<file path="src/rtl/core/msp_pkg.sv">
// ----------------------------------------------------------------------------
// Saddle point search package
// Shared widths, register indexes, controller states and the command and
// status groups between the controller and the datapath.
// ----------------------------------------------------------------------------
package msp_pkg;

    localparam int ELEMENT_WIDTH   = 16;
    localparam int COUNT_WIDTH     = 4;
    localparam int POINT_WIDTH     = 3;
    localparam int CFG_INDEX_WIDTH = 2;
    localparam int CFG_DATA_WIDTH  = 4;

    localparam logic [CFG_INDEX_WIDTH-1:0] REG_ROW_COUNT    = 2'd0;
    localparam logic [CFG_INDEX_WIDTH-1:0] REG_COLUMN_COUNT = 2'd1;

    typedef enum logic [1:0] {
        ST_LOAD,
        ST_READ,
        ST_CHECK,
        ST_FLUSH
    } msp_state_t;

    typedef struct packed {
        logic load;
        logic check_done;
        logic push_held;
        logic flush;
    } msp_cmd_t;

    typedef struct packed {
        logic load_last;
        logic scan_last;
        logic hit;
        logic held_valid;
        logic out_free;
    } msp_status_t;

endpackage

</file>
<file path="src/rtl/core/msp_element_if.sv">
// ----------------------------------------------------------------------------
// Element stream interface
// Carries one signed matrix element per beat with a valid/ready handshake.
// ----------------------------------------------------------------------------
interface msp_element_if;

    logic                                     valid;
    logic                                     ready;
    logic signed [msp_pkg::ELEMENT_WIDTH-1:0] element_value;

    modport source (output valid, output element_value, input ready);
    modport sink (input valid, input element_value, output ready);

endinterface

</file>
<file path="src/rtl/core/msp_point_if.sv">
// ----------------------------------------------------------------------------
// Saddle point result interface
// Carries one saddle point report per beat with a valid/ready handshake.
// ----------------------------------------------------------------------------
interface msp_point_if;

    logic                            valid;
    logic                            ready;
    logic                            found;
    logic [msp_pkg::POINT_WIDTH-1:0] point_row;
    logic [msp_pkg::POINT_WIDTH-1:0] point_column;
    logic                            last_of_run;

    modport source (output valid, output found, output point_row, output point_column,
                    output last_of_run, input ready);
    modport sink (input valid, input found, input point_row, input point_column,
                  input last_of_run, output ready);

endinterface

</file>
<file path="src/rtl/core/matrix_saddle_point_finder_unit.sv">
// ----------------------------------------------------------------------------
// Matrix saddle point finder
// Loads a matrix element by element, then reports every saddle point.
// ----------------------------------------------------------------------------
// Elements arrive on elem_in in row-major order, one beat per cycle, filling
// a matrix of row_count by column_count entries (set through the write port;
// a count of zero acts as one, a count above the maximum acts as the maximum).
// A write to either count register restarts loading at the first element.
// Once the last element is taken, the block scans the stored matrix and
// sends one beat on point_out per saddle point in row-major order, the last
// marked by last_of_run. With no saddle point it sends a single beat with
// found low and last_of_run high.
// Each stored element passes through a read state and a check state, set by the
// single read port of the element store and the compare that follows it. While
// the scan runs, elem_in is not ready. A stall on point_out holds the scan at
// the next hit; the next matrix may be loaded while the final beat still waits.
// Reset restores both counts to their maximum and the load position to zero.
// ----------------------------------------------------------------------------
module matrix_saddle_point_finder_unit
#(
    parameter int MAX_ROWS    = 8,
    parameter int MAX_COLUMNS = 8,
    parameter int DATA_WIDTH  = 16
)
(
    input  logic                                clk,
    input  logic                                rst_n,
    msp_element_if.sink                         elem_in,
    msp_point_if.source                         point_out,
    input  logic                                config_write,
    input  logic [msp_pkg::CFG_INDEX_WIDTH-1:0] config_index,
    input  logic [msp_pkg::CFG_DATA_WIDTH-1:0]  config_data
);

    msp_pkg::msp_cmd_t    cmd;
    msp_pkg::msp_status_t status;
    logic                 in_ready;

    msp_controller u_controller
    (
        .clk      (clk),
        .rst_n    (rst_n),
        .in_valid (elem_in.valid),
        .in_ready (in_ready),
        .status   (status),
        .cmd      (cmd)
    );

    msp_datapath
    #(
        .MAX_ROWS    (MAX_ROWS),
        .MAX_COLUMNS (MAX_COLUMNS),
        .DATA_WIDTH  (DATA_WIDTH)
    )
    u_datapath
    (
        .clk           (clk),
        .rst_n         (rst_n),
        .config_write  (config_write),
        .config_index  (config_index),
        .config_data   (config_data),
        .element_value (elem_in.element_value),
        .cmd           (cmd),
        .status        (status),
        .point_valid   (point_out.valid),
        .point_ready   (point_out.ready),
        .found         (point_out.found),
        .point_row     (point_out.point_row),
        .point_column  (point_out.point_column),
        .last_of_run   (point_out.last_of_run)
    );

    assign elem_in.ready = in_ready;

endmodule

</file>
<file path="src/rtl/core/msp_controller.sv">
// ----------------------------------------------------------------------------
// Saddle point search controller
// Sequences loading, the element-by-element scan and the final report.
// ----------------------------------------------------------------------------
module msp_controller
(
    input  logic                 clk,
    input  logic                 rst_n,
    input  logic                 in_valid,
    output logic                 in_ready,
    input  msp_pkg::msp_status_t status,
    output msp_pkg::msp_cmd_t    cmd
);

    msp_pkg::msp_state_t state_reg;
    msp_pkg::msp_state_t state_next;

    always_ff @(posedge clk or negedge rst_n)
    begin
        if (!rst_n)
        begin
            state_reg <= msp_pkg::ST_LOAD;
        end
        else
        begin
            state_reg <= state_next;
        end
    end

    always_comb
    begin
        state_next     = state_reg;
        in_ready       = 1'b0;
        cmd            = '0;
        case (state_reg)
            msp_pkg::ST_LOAD:
            begin
                in_ready = 1'b1;
                if (in_valid)
                begin
                    cmd.load = 1'b1;
                    if (status.load_last)
                    begin
                        state_next = msp_pkg::ST_READ;
                    end
                end
            end
            msp_pkg::ST_READ:
            begin
                state_next = msp_pkg::ST_CHECK;
            end
            msp_pkg::ST_CHECK:
            begin
                if (!(status.hit && status.held_valid && !status.out_free))
                begin
                    cmd.check_done = 1'b1;
                    cmd.push_held  = status.hit && status.held_valid;
                    state_next     = status.scan_last ? msp_pkg::ST_FLUSH : msp_pkg::ST_READ;
                end
            end
            msp_pkg::ST_FLUSH:
            begin
                if (status.out_free)
                begin
                    cmd.flush  = 1'b1;
                    state_next = msp_pkg::ST_LOAD;
                end
            end
            default:
            begin
                state_next = msp_pkg::ST_LOAD;
            end
        endcase
    end

    assert property (@(posedge clk) disable iff (!rst_n)
        (state_reg == msp_pkg::ST_LOAD && in_valid && status.load_last)
        |=> (state_reg == msp_pkg::ST_READ))
        else $error("Scan did not start after the last element.");

    assert property (@(posedge clk) disable iff (!rst_n)
        (state_reg == msp_pkg::ST_CHECK && cmd.check_done && status.scan_last)
        |=> (state_reg == msp_pkg::ST_FLUSH))
        else $error("Final report skipped after the last scanned element.");

    assert property (@(posedge clk) disable iff (!rst_n)
        (state_reg == msp_pkg::ST_FLUSH && status.out_free) |=> (state_reg == msp_pkg::ST_LOAD))
        else $error("Controller did not return to loading after the report.");

endmodule

</file>
<file path="src/rtl/core/msp_datapath.sv">
// ----------------------------------------------------------------------------
// Saddle point search datapath
// Element store, running row maxima and column minima, scan pointer,
// held hit and the output register.
// ----------------------------------------------------------------------------
module msp_datapath
#(
    parameter int MAX_ROWS    = 8,
    parameter int MAX_COLUMNS = 8,
    parameter int DATA_WIDTH  = 16
)
(
    input  logic                                     clk,
    input  logic                                     rst_n,
    input  logic                                     config_write,
    input  logic [msp_pkg::CFG_INDEX_WIDTH-1:0]      config_index,
    input  logic [msp_pkg::CFG_DATA_WIDTH-1:0]       config_data,
    input  logic signed [msp_pkg::ELEMENT_WIDTH-1:0] element_value,
    input  msp_pkg::msp_cmd_t                        cmd,
    output msp_pkg::msp_status_t                     status,
    output logic                                     point_valid,
    input  logic                                     point_ready,
    output logic                                     found,
    output logic [msp_pkg::POINT_WIDTH-1:0]          point_row,
    output logic [msp_pkg::POINT_WIDTH-1:0]          point_column,
    output logic                                     last_of_run
);

    localparam int DEPTH = MAX_ROWS * MAX_COLUMNS;
    localparam int RW    = (MAX_ROWS > 1) ? $clog2(MAX_ROWS) : 1;
    localparam int CW    = (MAX_COLUMNS > 1) ? $clog2(MAX_COLUMNS) : 1;
    localparam int AW    = (DEPTH > 1) ? $clog2(DEPTH) : 1;
    localparam logic [msp_pkg::COUNT_WIDTH-1:0] ROW_TOP = msp_pkg::COUNT_WIDTH'(MAX_ROWS);
    localparam logic [msp_pkg::COUNT_WIDTH-1:0] COL_TOP = msp_pkg::COUNT_WIDTH'(MAX_COLUMNS);
    localparam logic [msp_pkg::COUNT_WIDTH-1:0] ONE     = msp_pkg::COUNT_WIDTH'(1);

    logic [msp_pkg::COUNT_WIDTH-1:0] row_count_reg;
    logic [msp_pkg::COUNT_WIDTH-1:0] column_count_reg;
    logic [msp_pkg::COUNT_WIDTH-1:0] rows_eff;
    logic [msp_pkg::COUNT_WIDTH-1:0] cols_eff;

    logic [RW-1:0] load_row_reg;
    logic [CW-1:0] load_col_reg;
    logic [RW-1:0] load_row;
    logic [CW-1:0] load_col;
    logic          load_col_last;
    logic          load_row_last;

    logic [RW-1:0] scan_row_reg;
    logic [CW-1:0] scan_col_reg;
    logic          scan_col_last;
    logic          scan_row_last;

    logic signed [DATA_WIDTH-1:0] elem_data;
    logic signed [DATA_WIDTH-1:0] mem [DEPTH];
    logic signed [DATA_WIDTH-1:0] rd_data_reg;
    logic signed [DATA_WIDTH-1:0] row_max_reg [MAX_ROWS];
    logic signed [DATA_WIDTH-1:0] col_min_reg [MAX_COLUMNS];
    logic [AW-1:0]                load_addr;
    logic [AW-1:0]                scan_addr;

    logic          held_valid_reg;
    logic [RW-1:0] held_row_reg;
    logic [CW-1:0] held_col_reg;

    logic                            out_valid_reg;
    logic                            found_reg;
    logic [msp_pkg::POINT_WIDTH-1:0] row_out_reg;
    logic [msp_pkg::POINT_WIDTH-1:0] col_out_reg;
    logic                            last_reg;

    generate
        if (DATA_WIDTH <= msp_pkg::ELEMENT_WIDTH)
        begin : g_narrow
            assign elem_data = $signed(element_value[DATA_WIDTH-1:0]);
        end
        else
        begin : g_wide
            assign elem_data = $signed({{(DATA_WIDTH - msp_pkg::ELEMENT_WIDTH){1'b0}},
                                        element_value});
        end
    endgenerate

    always_comb
    begin
        if (row_count_reg == '0)
        begin
            rows_eff = ONE;
        end
        else if (row_count_reg > ROW_TOP)
        begin
            rows_eff = ROW_TOP;
        end
        else
        begin
            rows_eff = row_count_reg;
        end
        if (column_count_reg == '0)
        begin
            cols_eff = ONE;
        end
        else if (column_count_reg > COL_TOP)
        begin
            cols_eff = COL_TOP;
        end
        else
        begin
            cols_eff = column_count_reg;
        end
    end

    assign load_row = (msp_pkg::COUNT_WIDTH'(load_row_reg) >= rows_eff)
                      ? RW'(rows_eff - ONE) : load_row_reg;
    assign load_col = (msp_pkg::COUNT_WIDTH'(load_col_reg) >= cols_eff)
                      ? CW'(cols_eff - ONE) : load_col_reg;
    assign load_col_last = (msp_pkg::COUNT_WIDTH'(load_col) + ONE) >= cols_eff;
    assign load_row_last = (msp_pkg::COUNT_WIDTH'(load_row) + ONE) >= rows_eff;
    assign scan_col_last = (msp_pkg::COUNT_WIDTH'(scan_col_reg) + ONE) >= cols_eff;
    assign scan_row_last = (msp_pkg::COUNT_WIDTH'(scan_row_reg) + ONE) >= rows_eff;

    assign load_addr = AW'(int'(load_row) * MAX_COLUMNS + int'(load_col));
    assign scan_addr = AW'(int'(scan_row_reg) * MAX_COLUMNS + int'(scan_col_reg));

    assign status.load_last  = load_row_last && load_col_last;
    assign status.scan_last  = scan_row_last && scan_col_last;
    assign status.hit        = (rd_data_reg == row_max_reg[scan_row_reg])
                               && (rd_data_reg == col_min_reg[scan_col_reg]);
    assign status.held_valid = held_valid_reg;
    assign status.out_free   = !out_valid_reg || point_ready;

    always_ff @(posedge clk or negedge rst_n)
    begin
        if (!rst_n)
        begin
            row_count_reg    <= ROW_TOP;
            column_count_reg <= COL_TOP;
            load_row_reg     <= '0;
            load_col_reg     <= '0;
        end
        else if (config_write && (config_index == msp_pkg::REG_ROW_COUNT
                                  || config_index == msp_pkg::REG_COLUMN_COUNT))
        begin
            if (config_index == msp_pkg::REG_ROW_COUNT)
            begin
                row_count_reg <= config_data;
            end
            else
            begin
                column_count_reg <= config_data;
            end
            load_row_reg <= '0;
            load_col_reg <= '0;
        end
        else if (cmd.load)
        begin
            if (!load_col_last)
            begin
                load_row_reg <= load_row;
                load_col_reg <= load_col + CW'(1);
            end
            else if (!load_row_last)
            begin
                load_row_reg <= load_row + RW'(1);
                load_col_reg <= '0;
            end
            else
            begin
                load_row_reg <= '0;
                load_col_reg <= '0;
            end
        end
    end

    always_ff @(posedge clk)
    begin
        if (cmd.load)
        begin
            mem[load_addr] <= elem_data;
        end
        rd_data_reg <= mem[scan_addr];
    end

    always_ff @(posedge clk)
    begin
        if (cmd.load)
        begin
            if (load_col == '0 || elem_data > row_max_reg[load_row])
            begin
                row_max_reg[load_row] <= elem_data;
            end
            if (load_row == '0 || elem_data < col_min_reg[load_col])
            begin
                col_min_reg[load_col] <= elem_data;
            end
        end
    end

    always_ff @(posedge clk or negedge rst_n)
    begin
        if (!rst_n)
        begin
            scan_row_reg   <= '0;
            scan_col_reg   <= '0;
            held_valid_reg <= 1'b0;
        end
        else
        begin
            if (cmd.load)
            begin
                scan_row_reg <= '0;
                scan_col_reg <= '0;
            end
            else if (cmd.check_done)
            begin
                if (!scan_col_last)
                begin
                    scan_col_reg <= scan_col_reg + CW'(1);
                end
                else
                begin
                    scan_col_reg <= '0;
                    scan_row_reg <= scan_row_reg + RW'(1);
                end
            end
            if (cmd.check_done && status.hit)
            begin
                held_valid_reg <= 1'b1;
            end
            else if (cmd.flush)
            begin
                held_valid_reg <= 1'b0;
            end
        end
    end

    always_ff @(posedge clk)
    begin
        if (cmd.check_done && status.hit)
        begin
            held_row_reg <= scan_row_reg;
            held_col_reg <= scan_col_reg;
        end
    end

    always_ff @(posedge clk or negedge rst_n)
    begin
        if (!rst_n)
        begin
            out_valid_reg <= 1'b0;
        end
        else if (cmd.push_held || cmd.flush)
        begin
            out_valid_reg <= 1'b1;
        end
        else if (point_ready)
        begin
            out_valid_reg <= 1'b0;
        end
    end

    // A flush with no held hit reports the no-saddle marker.
    always_ff @(posedge clk)
    begin
        if (cmd.push_held || cmd.flush)
        begin
            found_reg   <= held_valid_reg;
            row_out_reg <= held_valid_reg ? msp_pkg::POINT_WIDTH'(held_row_reg) : '0;
            col_out_reg <= held_valid_reg ? msp_pkg::POINT_WIDTH'(held_col_reg) : '0;
            last_reg    <= cmd.flush;
        end
    end

    assign point_valid  = out_valid_reg;
    assign found        = found_reg;
    assign point_row    = row_out_reg;
    assign point_column = col_out_reg;
    assign last_of_run  = last_reg;

    assert property (@(posedge clk) disable iff (!rst_n)
        (out_valid_reg && !point_ready) |-> !(cmd.push_held || cmd.flush))
        else $error("Output register overwritten before its beat was taken.");

    assert property (@(posedge clk) disable iff (!rst_n)
        cmd.push_held |-> (held_valid_reg && !cmd.flush))
        else $error("Held hit pushed without a valid hit.");

    assert property (@(posedge clk) disable iff (!rst_n)
        cmd.flush |=> (!held_valid_reg && out_valid_reg && last_reg))
        else $error("Final report not formed correctly.");

endmodule

</file>
<file path="src/flat_wrapper.sv">
// flat-port wrapper written by rule: the top's interface ports become plain ports
module matrix_saddle_point_finder_unit_flat 
#(
    parameter int MAX_ROWS    = 8,
    parameter int MAX_COLUMNS = 8,
    parameter int DATA_WIDTH  = 16
)
  (clk, rst_n, config_write, config_index, config_data, elem_in_valid, elem_in_element_value, elem_in_ready, point_out_valid, point_out_found, point_out_point_row, point_out_point_column, point_out_last_of_run, point_out_ready);
  msp_element_if elem_in_i ();
  msp_point_if point_out_i ();
  input  logic clk;
  input  logic rst_n;
  input  logic config_write;
  input  logic [msp_pkg::CFG_INDEX_WIDTH-1:0] config_index;
  input  logic [msp_pkg::CFG_DATA_WIDTH-1:0] config_data;
  input wire logic [$bits(elem_in_i.valid)-1:0] elem_in_valid;
  input wire logic [$bits(elem_in_i.element_value)-1:0] elem_in_element_value;
  output wire logic [$bits(elem_in_i.ready)-1:0] elem_in_ready;
  output wire logic [$bits(point_out_i.valid)-1:0] point_out_valid;
  output wire logic [$bits(point_out_i.found)-1:0] point_out_found;
  output wire logic [$bits(point_out_i.point_row)-1:0] point_out_point_row;
  output wire logic [$bits(point_out_i.point_column)-1:0] point_out_point_column;
  output wire logic [$bits(point_out_i.last_of_run)-1:0] point_out_last_of_run;
  input wire logic [$bits(point_out_i.ready)-1:0] point_out_ready;
  assign elem_in_i.valid = elem_in_valid;
  assign elem_in_i.element_value = elem_in_element_value;
  assign elem_in_ready = elem_in_i.ready;
  assign point_out_valid = point_out_i.valid;
  assign point_out_found = point_out_i.found;
  assign point_out_point_row = point_out_i.point_row;
  assign point_out_point_column = point_out_i.point_column;
  assign point_out_last_of_run = point_out_i.last_of_run;
  assign point_out_i.ready = point_out_ready;
  matrix_saddle_point_finder_unit #(.MAX_ROWS(MAX_ROWS), .MAX_COLUMNS(MAX_COLUMNS), .DATA_WIDTH(DATA_WIDTH)) u_core (.clk(clk), .rst_n(rst_n), .elem_in(elem_in_i), .point_out(point_out_i), .config_write(config_write), .config_index(config_index), .config_data(config_data));
endmodule
</file>
<file path="config.mk">
export PLATFORM = sky130hd
export DESIGN_NAME = matrix_saddle_point_finder_unit_flat
export DESIGN_NICKNAME = d
export VERILOG_FILES = /design/src/rtl/core/msp_pkg.sv /design/src/rtl/core/msp_element_if.sv /design/src/rtl/core/msp_point_if.sv /design/src/rtl/core/matrix_saddle_point_finder_unit.sv /design/src/rtl/core/msp_controller.sv /design/src/rtl/core/msp_datapath.sv /design/src/flat_wrapper.sv
export SDC_FILE = /design/constraint.sdc
export NUM_CORES = 1
export LEC_CHECK = 0
export BUFFER_PORTS_ARGS = -buffer_cell sky130_fd_sc_hd__buf_2
export CORE_MARGIN = 5
export CORE_UTILIZATION = 23
export CTS_CLUSTER_DIAMETER = 40
export CTS_CLUSTER_SIZE = 24
export DETAILED_ROUTE_END_ITERATION = 8
export GPL_TIMING_DRIVEN = 0
export PLACE_DENSITY = 0.36
export SYNTH_ARGS = -nofsm -noshare
export SYNTH_HDL_FRONTEND = slang
export SYNTH_HIERARCHICAL = 1
export SYNTH_SLANG_ARGS = --single-unit
</file>
<file path="constraint.sdc">
create_clock -name clk -period 6.6 [get_ports clk]
set_clock_uncertainty 0.1 [all_clocks]
set_input_delay 0.33 -clock clk [delete_from_list [all_inputs] [get_ports clk]]
set_output_delay 0.33 -clock clk [all_outputs]
set_load 0.01 [all_outputs]
</file>
==> impl_metrics.json, run 1 <==
{
  "status": "completed",
  "critPathLaunchType": "flop",
  "grt_pass1_wl_mm": 238.6,
  "io_buffers": 36,
  "die_area_um2": 245000,
  "use_met1": 0.1866,
  "cts_tree": "yes",
  "synth_edf_count": 1294,
  "root_buffer": "clkbuf_16",
  "post_dp_cell_area_um2": 60220,
  "clk_latency_ns": 0.85,
  "grt_setup_unrepaired": "no",
  "max-cap-violations": 0,
  "p_leak_nw": 21.58,
  "detail-route-antenna-nets": 0,
  "cts_made_buffers": 217,
  "critPathArrivalTime_ns": 6.72,
  "rows": 178,
  "synth_nets": 2632,
  "hold_class": "primary input to flop",
  "post_layout_nonfiller_instances": 6302,
  "period_needed_ns": 6.318,
  "numClockSinks": 1334,
  "end_kind": "flop",
  "critPathMaxStageDelay_ns": 0.45,
  "tightest_slew_ns": 1.343,
  "cts_max_level": 4,
  "routedWlPerCell_um": 27.16,
  "ys.flop_type": "edfxtp_1",
  "dp_cells": 5829,
  "synth_warnings": 6,
  "worstPathMaxFanout": 10,
  "detail_route.iter0.violations": 2497,
  "ys_types": 65,
  "syn_inst": 2544,
  "start_util": 0.2305,
  "grtUsageMet2": 0.2351,
  "path_common_cell": "o21a_1",
  "hpwl_mm": 119.4,
  "grt_max_degree": 83,
  "final_common_cell": "edfxtp_1",
  "ys_seq_elements": 1334,
  "ir_worst_vdd_mv": 0.2314,
  "via_per_inst": 4.490,
  "clk_pin_slew_ns": 0.05,
  "die_h_um": 495.0,
  "final_area_um2": 68760,
  "largest_register_ff_count": 1024,
  "dr_total_vias": 28300,
  "p_total_mw": 27.32,
  "cts_max_path_buffers": 3,
  "seq_area_frac_synth": 0.7353,
  "crit_slowest_cell": "nor4_2",
  "core_um2": 234700,
  "finalCritPeriodShare": 0.9573,
  "drv_slew": 0,
  "grt_overflow": 0,
  "async_flop_share": 0.01799,
  "critPathRequiredTime_ns": 7.00,
  "worstSetupPathType": "flop to flop",
  "fmax_mhz": 158.3,
  "syn_area_per_cell_um2": 21.27,
  "area_growth_pct": 27.09,
  "grt.total_usage": 0.1385,
  "hold_ws_ns": 0.2181,
  "fin_nets": 3050,
  "drc_errors": 0,
  "antenna_found_initial": 13,
  "drive_gt1_frac": 0.3556,
  "io_pins": 37,
  "maxSlewHeadroom": 0.1046,
  "grt_pass1_vias": 29910,
  "setup_violations": 0,
  "p_per_area_nw_per_um2": 397.3,
  "gp_congestion": 0.8039,
  "hold_viol_final": 0,
  "die_w_um": 495.0,
  "final_cell_mix": "1294 x edfxtp_1, 382 x mux4_2, 219 x clkbuf_16",
  "drt_wl_total_mm": 171.2,
  "tns_ns": 0,
  "grt_most_used_layer": "met2",
  "syn_area_um2": 54100,
  "global_route.usage.met3": 0.02225,
  "first_pass_iters": 8
}
## what timing repair did
action,CTS,global route
gates resized for setup,56,19
hold endpoints to repair,570,0
hold buffers,34,0
endpoints found under the setup margin,256,256
pin swaps,9,2
setup buffers,26,3
## kinds of logic (layout without fill, tap and decap cells)
logic type,after synthesis,count (layout),share of synthesized area
buffers and inverters,153,759,0.01304
flip-flops,1334,1334,0.7353
other,0,2,0
AO/OA/AOI/OAI,192,192,0.02530
adder cells (fa/ha/maj),61,61,0.01411
multiplexers,455,455,0.1776
XOR/XNOR,28,28,0.004533
AND/OR/NAND/NOR,321,321,0.03016
## layout make-up
class                      count  area (um2)
timing repair buffer         199        2590
sequential                  1334       39780
buffer                       127       661.9
clock inverter               168        2066
tap                         3150        3941
antenna                        2       5.005
inverter                      26       97.59
multi-input combinational   1057       14050
fill                       22940      166000
clock buffer                 239        5575
## path summary, 6_finish.rpt
check	start	endpoint	slack, ns	cells past startpoint
setup / recovery	u_core/u_datapath/row_count_reg[1]	u_core/u_datapath/row_max_reg[0][3]	0.28	25
hold / removal	config_data[1]	u_core/u_datapath/column_count_reg[1]	0.22	3
setup reg to reg	u_core/u_datapath/row_count_reg[1]	u_core/u_datapath/row_max_reg[0][3]	0.28	25
hold reg to reg	u_core/u_datapath/scan_col_reg[2]	u_core/u_datapath/held_col_reg[2]	0.36	0
max in group asynchronous	rst_n	u_core/u_datapath/scan_col_reg[2]	5.76	4
min in group asynchronous	rst_n	u_core/u_datapath/column_count_reg[3]	0.48	3
## synth_stat cells (20+ instances only)
| cell | instances | area share |
|---|---|---|
| mux4_2 | 382 | 0.16 |
| nor2_1 | 107 | 0.0074 |
| nand3_1 | 27 | 0.0025 |
| a22oi_1 | 20 | 0.0028 |
| a21o_1 | 21 | 0.0029 |
| buf_2 | 58 | 0.0054 |
| a21oi_1 | 24 | 0.0022 |
| o22ai_1 | 56 | 0.0065 |
| buf_1 | 35 | 0.0024 |
| mux2i_1 | 45 | 0.0083 |
| nand2_1 | 47 | 0.0033 |
| edfxtp_1 | 1294 | 0.72 |
| ha_1 | 61 | 0.014 |
| inv_1 | 25 | 0.0017 |
| clkbuf_1 | 27 | 0.0019 |
| dfrtp_1 | 22 | 0.010 |
## per-stage QoR
stage | util | worst slack [ns]
final | 0.2929 | 0.2821
after global placement | 0.2480 | -4.001
after CTS | 0.2924 | 0.02280
after detailed placement | 0.2565 | -2.101
after floorplan | - | 0.3458
after global routing | 0.2929 | 0.006847
## metal layers
layer	up-vias	wire length [um]
li1	11770	-
met1	15410	75330
met2	878	85120
met3	230	7733
met4	0	2989
met5	-	0
## report_power, final
group | internal [mW] | switching [mW]
registers | 9.93 | 0.214
clock network | 7.36 | 4.28
logic | 2.08 | 3.45
total | 19.4 | 7.94
## critical path, delay by kind of cell, from the launching register on
kind                     cells  cell delay (ns)
AND/OR/NAND/NOR              9             1.89
adder cells (fa/ha/maj)      2             0.50
AO/OA/AOI/OAI               10             1.93
buffers and inverters        4             1.10
flip-flops                   1             0.40
Power figures use the tool's default switching activity.
==> inputs of run 2 (changes only) <==
--- a/config.mk
+++ b/config.mk
@@ -5,6 +5,7 @@
 export SDC_FILE = /design/constraint.sdc
 export NUM_CORES = 1
 export LEC_CHECK = 0
+export ABC_AREA = 1
 export BUFFER_PORTS_ARGS = -buffer_cell sky130_fd_sc_hd__buf_2
 export CORE_MARGIN = 5
 export CORE_UTILIZATION = 23
==> run 2 against run 1 <==
- count of clock-buffer cells in the layout up 2
- core utilization up 0.19 points
- flip-flop and latch count unchanged
- clock power up 3%
- maximum frequency down 0.63%
- design area up 2.9%
- non-clock buffer count up 147
- critical path depth up 6
- synthesized cell count up 75%
- register-to-register slack worse by 0.04 ns
- critical path type unchanged
- critical endpoint is now u_core/u_datapath/row_max_reg[0][8]
==> impl_metrics.json, run 2 <==
{
  "status": "completed",
  "min_to": "u_core/u_datapath/load_col_reg[0]",
  "drive_gt1_frac": 0.1440,
  "critPathArrivalTime_ns": 6.79,
  "synth_nets": 4531,
  "synth_top_area_cell": "edfxtp_1",
  "tightest_slew_ns": 1.475,
  "critPathRequiredTime_ns": 7.03,
  "grt_pass1_wl_mm": 352.6,
  "die_h_um": 500.7,
  "critPathTopFamily": "compound AO/OA/AOI/OAI gates",
  "ys_types": 61,
  "multi_input_area_um2": 14450,
  "ys_seq_elements": 1334,
  "synth_warnings": 6,
  "final_common_cell": "edfxtp_1",
  "p_total_mw": 33.79,
  "rr_startpoint": "u_core/u_datapath/row_count_reg[3]",
  "async_flop_share": 0.01799,
  "via_per_inst": 5.065,
  "largest_register_ff_count": 1024,
  "drc_errors": 0,
  "start_util": 0.2307,
  "synth_top_area_frac": 0.7016,
  "power.share.sequential": 0.304,
  "path_common_cell": "buf_6",
  "routedWlPerCell_um": 32.34,
  "grt_most_used_layer": "met2",
  "clk_latency_ns": 0.86,
  "yosysMostFrequentCell": "edfxtp_1",
  "drt_wl_total_mm": 266.0,
  "r2r_end": "u_core/u_datapath/row_max_reg[0][8]",
  "preCtsSetupSlack_ns": -1.174,
  "io_pins": 37,
  "clk_pin_slew_ns": 0.05,
  "p_leak_nw": 23.35,
  "ir_worst_vdd_mv": 0.2865,
  "hold_viol_final": 0,
  "numClockSinks": 1334,
  "fmax_mhz": 157.3,
  "setup_slack_ns": 0.2417,
  "seq_area_frac_synth": 0.7183,
  "worstPathMaxFanout": 10,
  "synth_edf_count": 1294,
  "ff2ff_path_depth": 31,
  "grt_setup_unrepaired": "no",
  "period_needed_ns": 6.358,
  "syn_area_um2": 55380,
  "final_cell_mix": "1294 x edfxtp_1, 801 x o21ai_0, 794 x nor2_1",
  "syn_inst": 4443,
  "io_buffers": 36,
  "grt_overflow": 0,
  "ys.flop_type": "edfxtp_1",
  "p_sw_frac": 0.4027,
  "fin_nets": 4930,
  "gp_congestion": 0.9219,
  "synth_common_cells": "1294 x edfxtp_1, 877 x nor2_1, 802 x o21ai_0, 343 x o22ai_1, 220 x clkbuf_1",
  "global_route.usage.met3": 0.03605,
  "grt_pass1_vias": 39240,
  "r2r_slack_ns": 0.24,
  "drv_slew": 0,
  "critPathMaxStageDelay_ns": 0.57,
  "root_buffer": "clkbuf_16",
  "finalCritPeriodShare": 0.9634,
  "die_area_um2": 250700,
  "grt.total_usage": 0.2051,
  "first_pass_iters": 6,
  "antenna_found_initial": 29,
  "hpwl_mm": 185.2,
  "dr_total_vias": 41650,
  "synthTopCellsByArea": "edfxtp_1 70%, o21ai_0 7.2%, nor2_1 5.9%",
  "hold_depth": 6,
  "grtUsageMet2": 0.3190,
  "worst-path-buf-inv": 10,
  "n_fill_cell": 24620,
  "hold_class": "primary input to flop",
  "setup_violations": 0,
  "worstSetupPathType": "flop to flop",
  "power.switching_mw": 13.61,
  "cts_made_buffers": 219,
  "area_growth_pct": 27.80,
  "detail-route-antenna-nets": 0,
  "pwr-share-comb": 0.342,
  "regArea_um2": 39780,
  "crit_slowest_cell": "dfstp_2",
  "clkPwrFrac": 0.354,
  "grt_max_degree": 71,
  "core_um2": 240100,
  "cts_max_level": 4,
  "maxSlewHeadroom": 0.01683,
  "hold_path_startpoint": "config_write",
  "rows": 180,
  "die_w_um": 500.7,
  "detail_route.iter0.violations": 5712,
  "internal_power_mw": 20.19,
  "max-cap-violations": 0,
  "syn_area_per_cell_um2": 12.46,
  "critPathLaunchType": "flop",
  "cts_tree": "yes",
  "p_per_area_nw_per_um2": 477.5,
  "end_kind": "flop",
  "use_met1": 0.2886,
  "cts_max_path_buffers": 3
}
-- run 2: area by class of cell --
type / instances / area share
Sequential cell: 1334 / 0.5621
Multi-Input combinational cell: 2660 / 0.2041
Clock buffer: 241 / 0.07874
Tap cell: 3185 / 0.05630
Timing Repair Buffer: 179 / 0.04177
Clock inverter: 172 / 0.03115
Buffer: 294 / 0.01750
Inverter: 154 / 0.008203
Antenna cell: 5 / 0.0001768
-- run 2: power groups by stage --
stage	Sequential, mW	Clock, mW	Combinational (mW)
floorplan	10.3	0	5.43
global placement	10.5	0	10.7
detailed placement	10.4	0	11.1
CTS	10.3	12.2	11.2
global route	10.3	12.6	12.1
finish	10.3	12.0	11.6
-- run 2: worst max-delay path by stage --
stage	end	cells after the start	slack, ns	startpoint
5_1_grt	u_core/u_datapath/row_max_reg[0][8]	30	0.01	u_core/u_datapath/row_count_reg[3]
3_3_place_gp	u_core/u_datapath/row_max_reg[1][8]	27	-2.14	u_core/u_datapath/row_count_reg[3]
4_1_cts	u_core/u_datapath/row_max_reg[3][5]	28	-0.09	u_core/u_datapath/row_count_reg[3]
2_1_floorplan	u_core/u_datapath/row_max_reg[0][0]	22	1.16	u_core/u_datapath/row_count_reg[3]
3_5_place_dp	u_core/u_datapath/row_max_reg[7][9]	27	-1.17	u_core/u_datapath/row_count_reg[3]
6_report	u_core/u_datapath/row_max_reg[0][8]	31	0.24	u_core/u_datapath/row_count_reg[3]
-- run 2: worst register-to-register path, delay by kind of cell, from the launching register on --
kind	cells	cell delay, ns
DFF	1	0.57
buffers and inverters	10	1.43
and+or+nand+nor	9	1.23
adders and majority gates	2	0.60
AOI/OAI and AO/OA	10	2.08
-- run 2: logic make-up (layout without fill, tap and decap cells) --
kind of cell	count (synthesis)	count (layout)	synth area share
and+or+nand+nor	1177	1177	0.08628
DFF	1334	1334	0.7183
xor gates and xnor gates	36	36	0.005693
buffers and inverters	449	1040	0.03283
other	0	5	0
muxes	1	1	0.0001807
adders and majority gates	61	61	0.01378
AOI/OAI and AO/OA	1385	1385	0.1429
-- run 2: routing by layer --
layer	vias to the layer above	share of wire
met2	2094	0.45
li1	17510	-
met4	0	0.037
met5	-	0
met1	21670	0.44
met3	384	0.076
-- run 2: timing repair --
item                                   CTS  global route
resized for setup                       15            14
hold buffers                            30             0
buffers inserted                         7            18
pin swaps                                8            11
setup endpoints to repair              211           247
endpoints found under the hold margin  534             0
-- run 2: stage by stage --
step | TNS [ns] | hold slack (ns) | std cells | util | area, um2
detailed placement | -135.27 | 0.2625 | 7751 | 0.2592 | 62230
global placement | -668.97 | 0.2734 | 7664 | 0.2480 | 59550
CTS | -1.190 | 0.006581 | 8201 | 0.2936 | 70490
global route | 0 | 0.09886 | 8219 | 0.2948 | 70760
floorplan | 0 | -0.06559 | 4443 | - | 55380
finish | 0 | 0.03137 | 8224 | 0.2948 | 70780
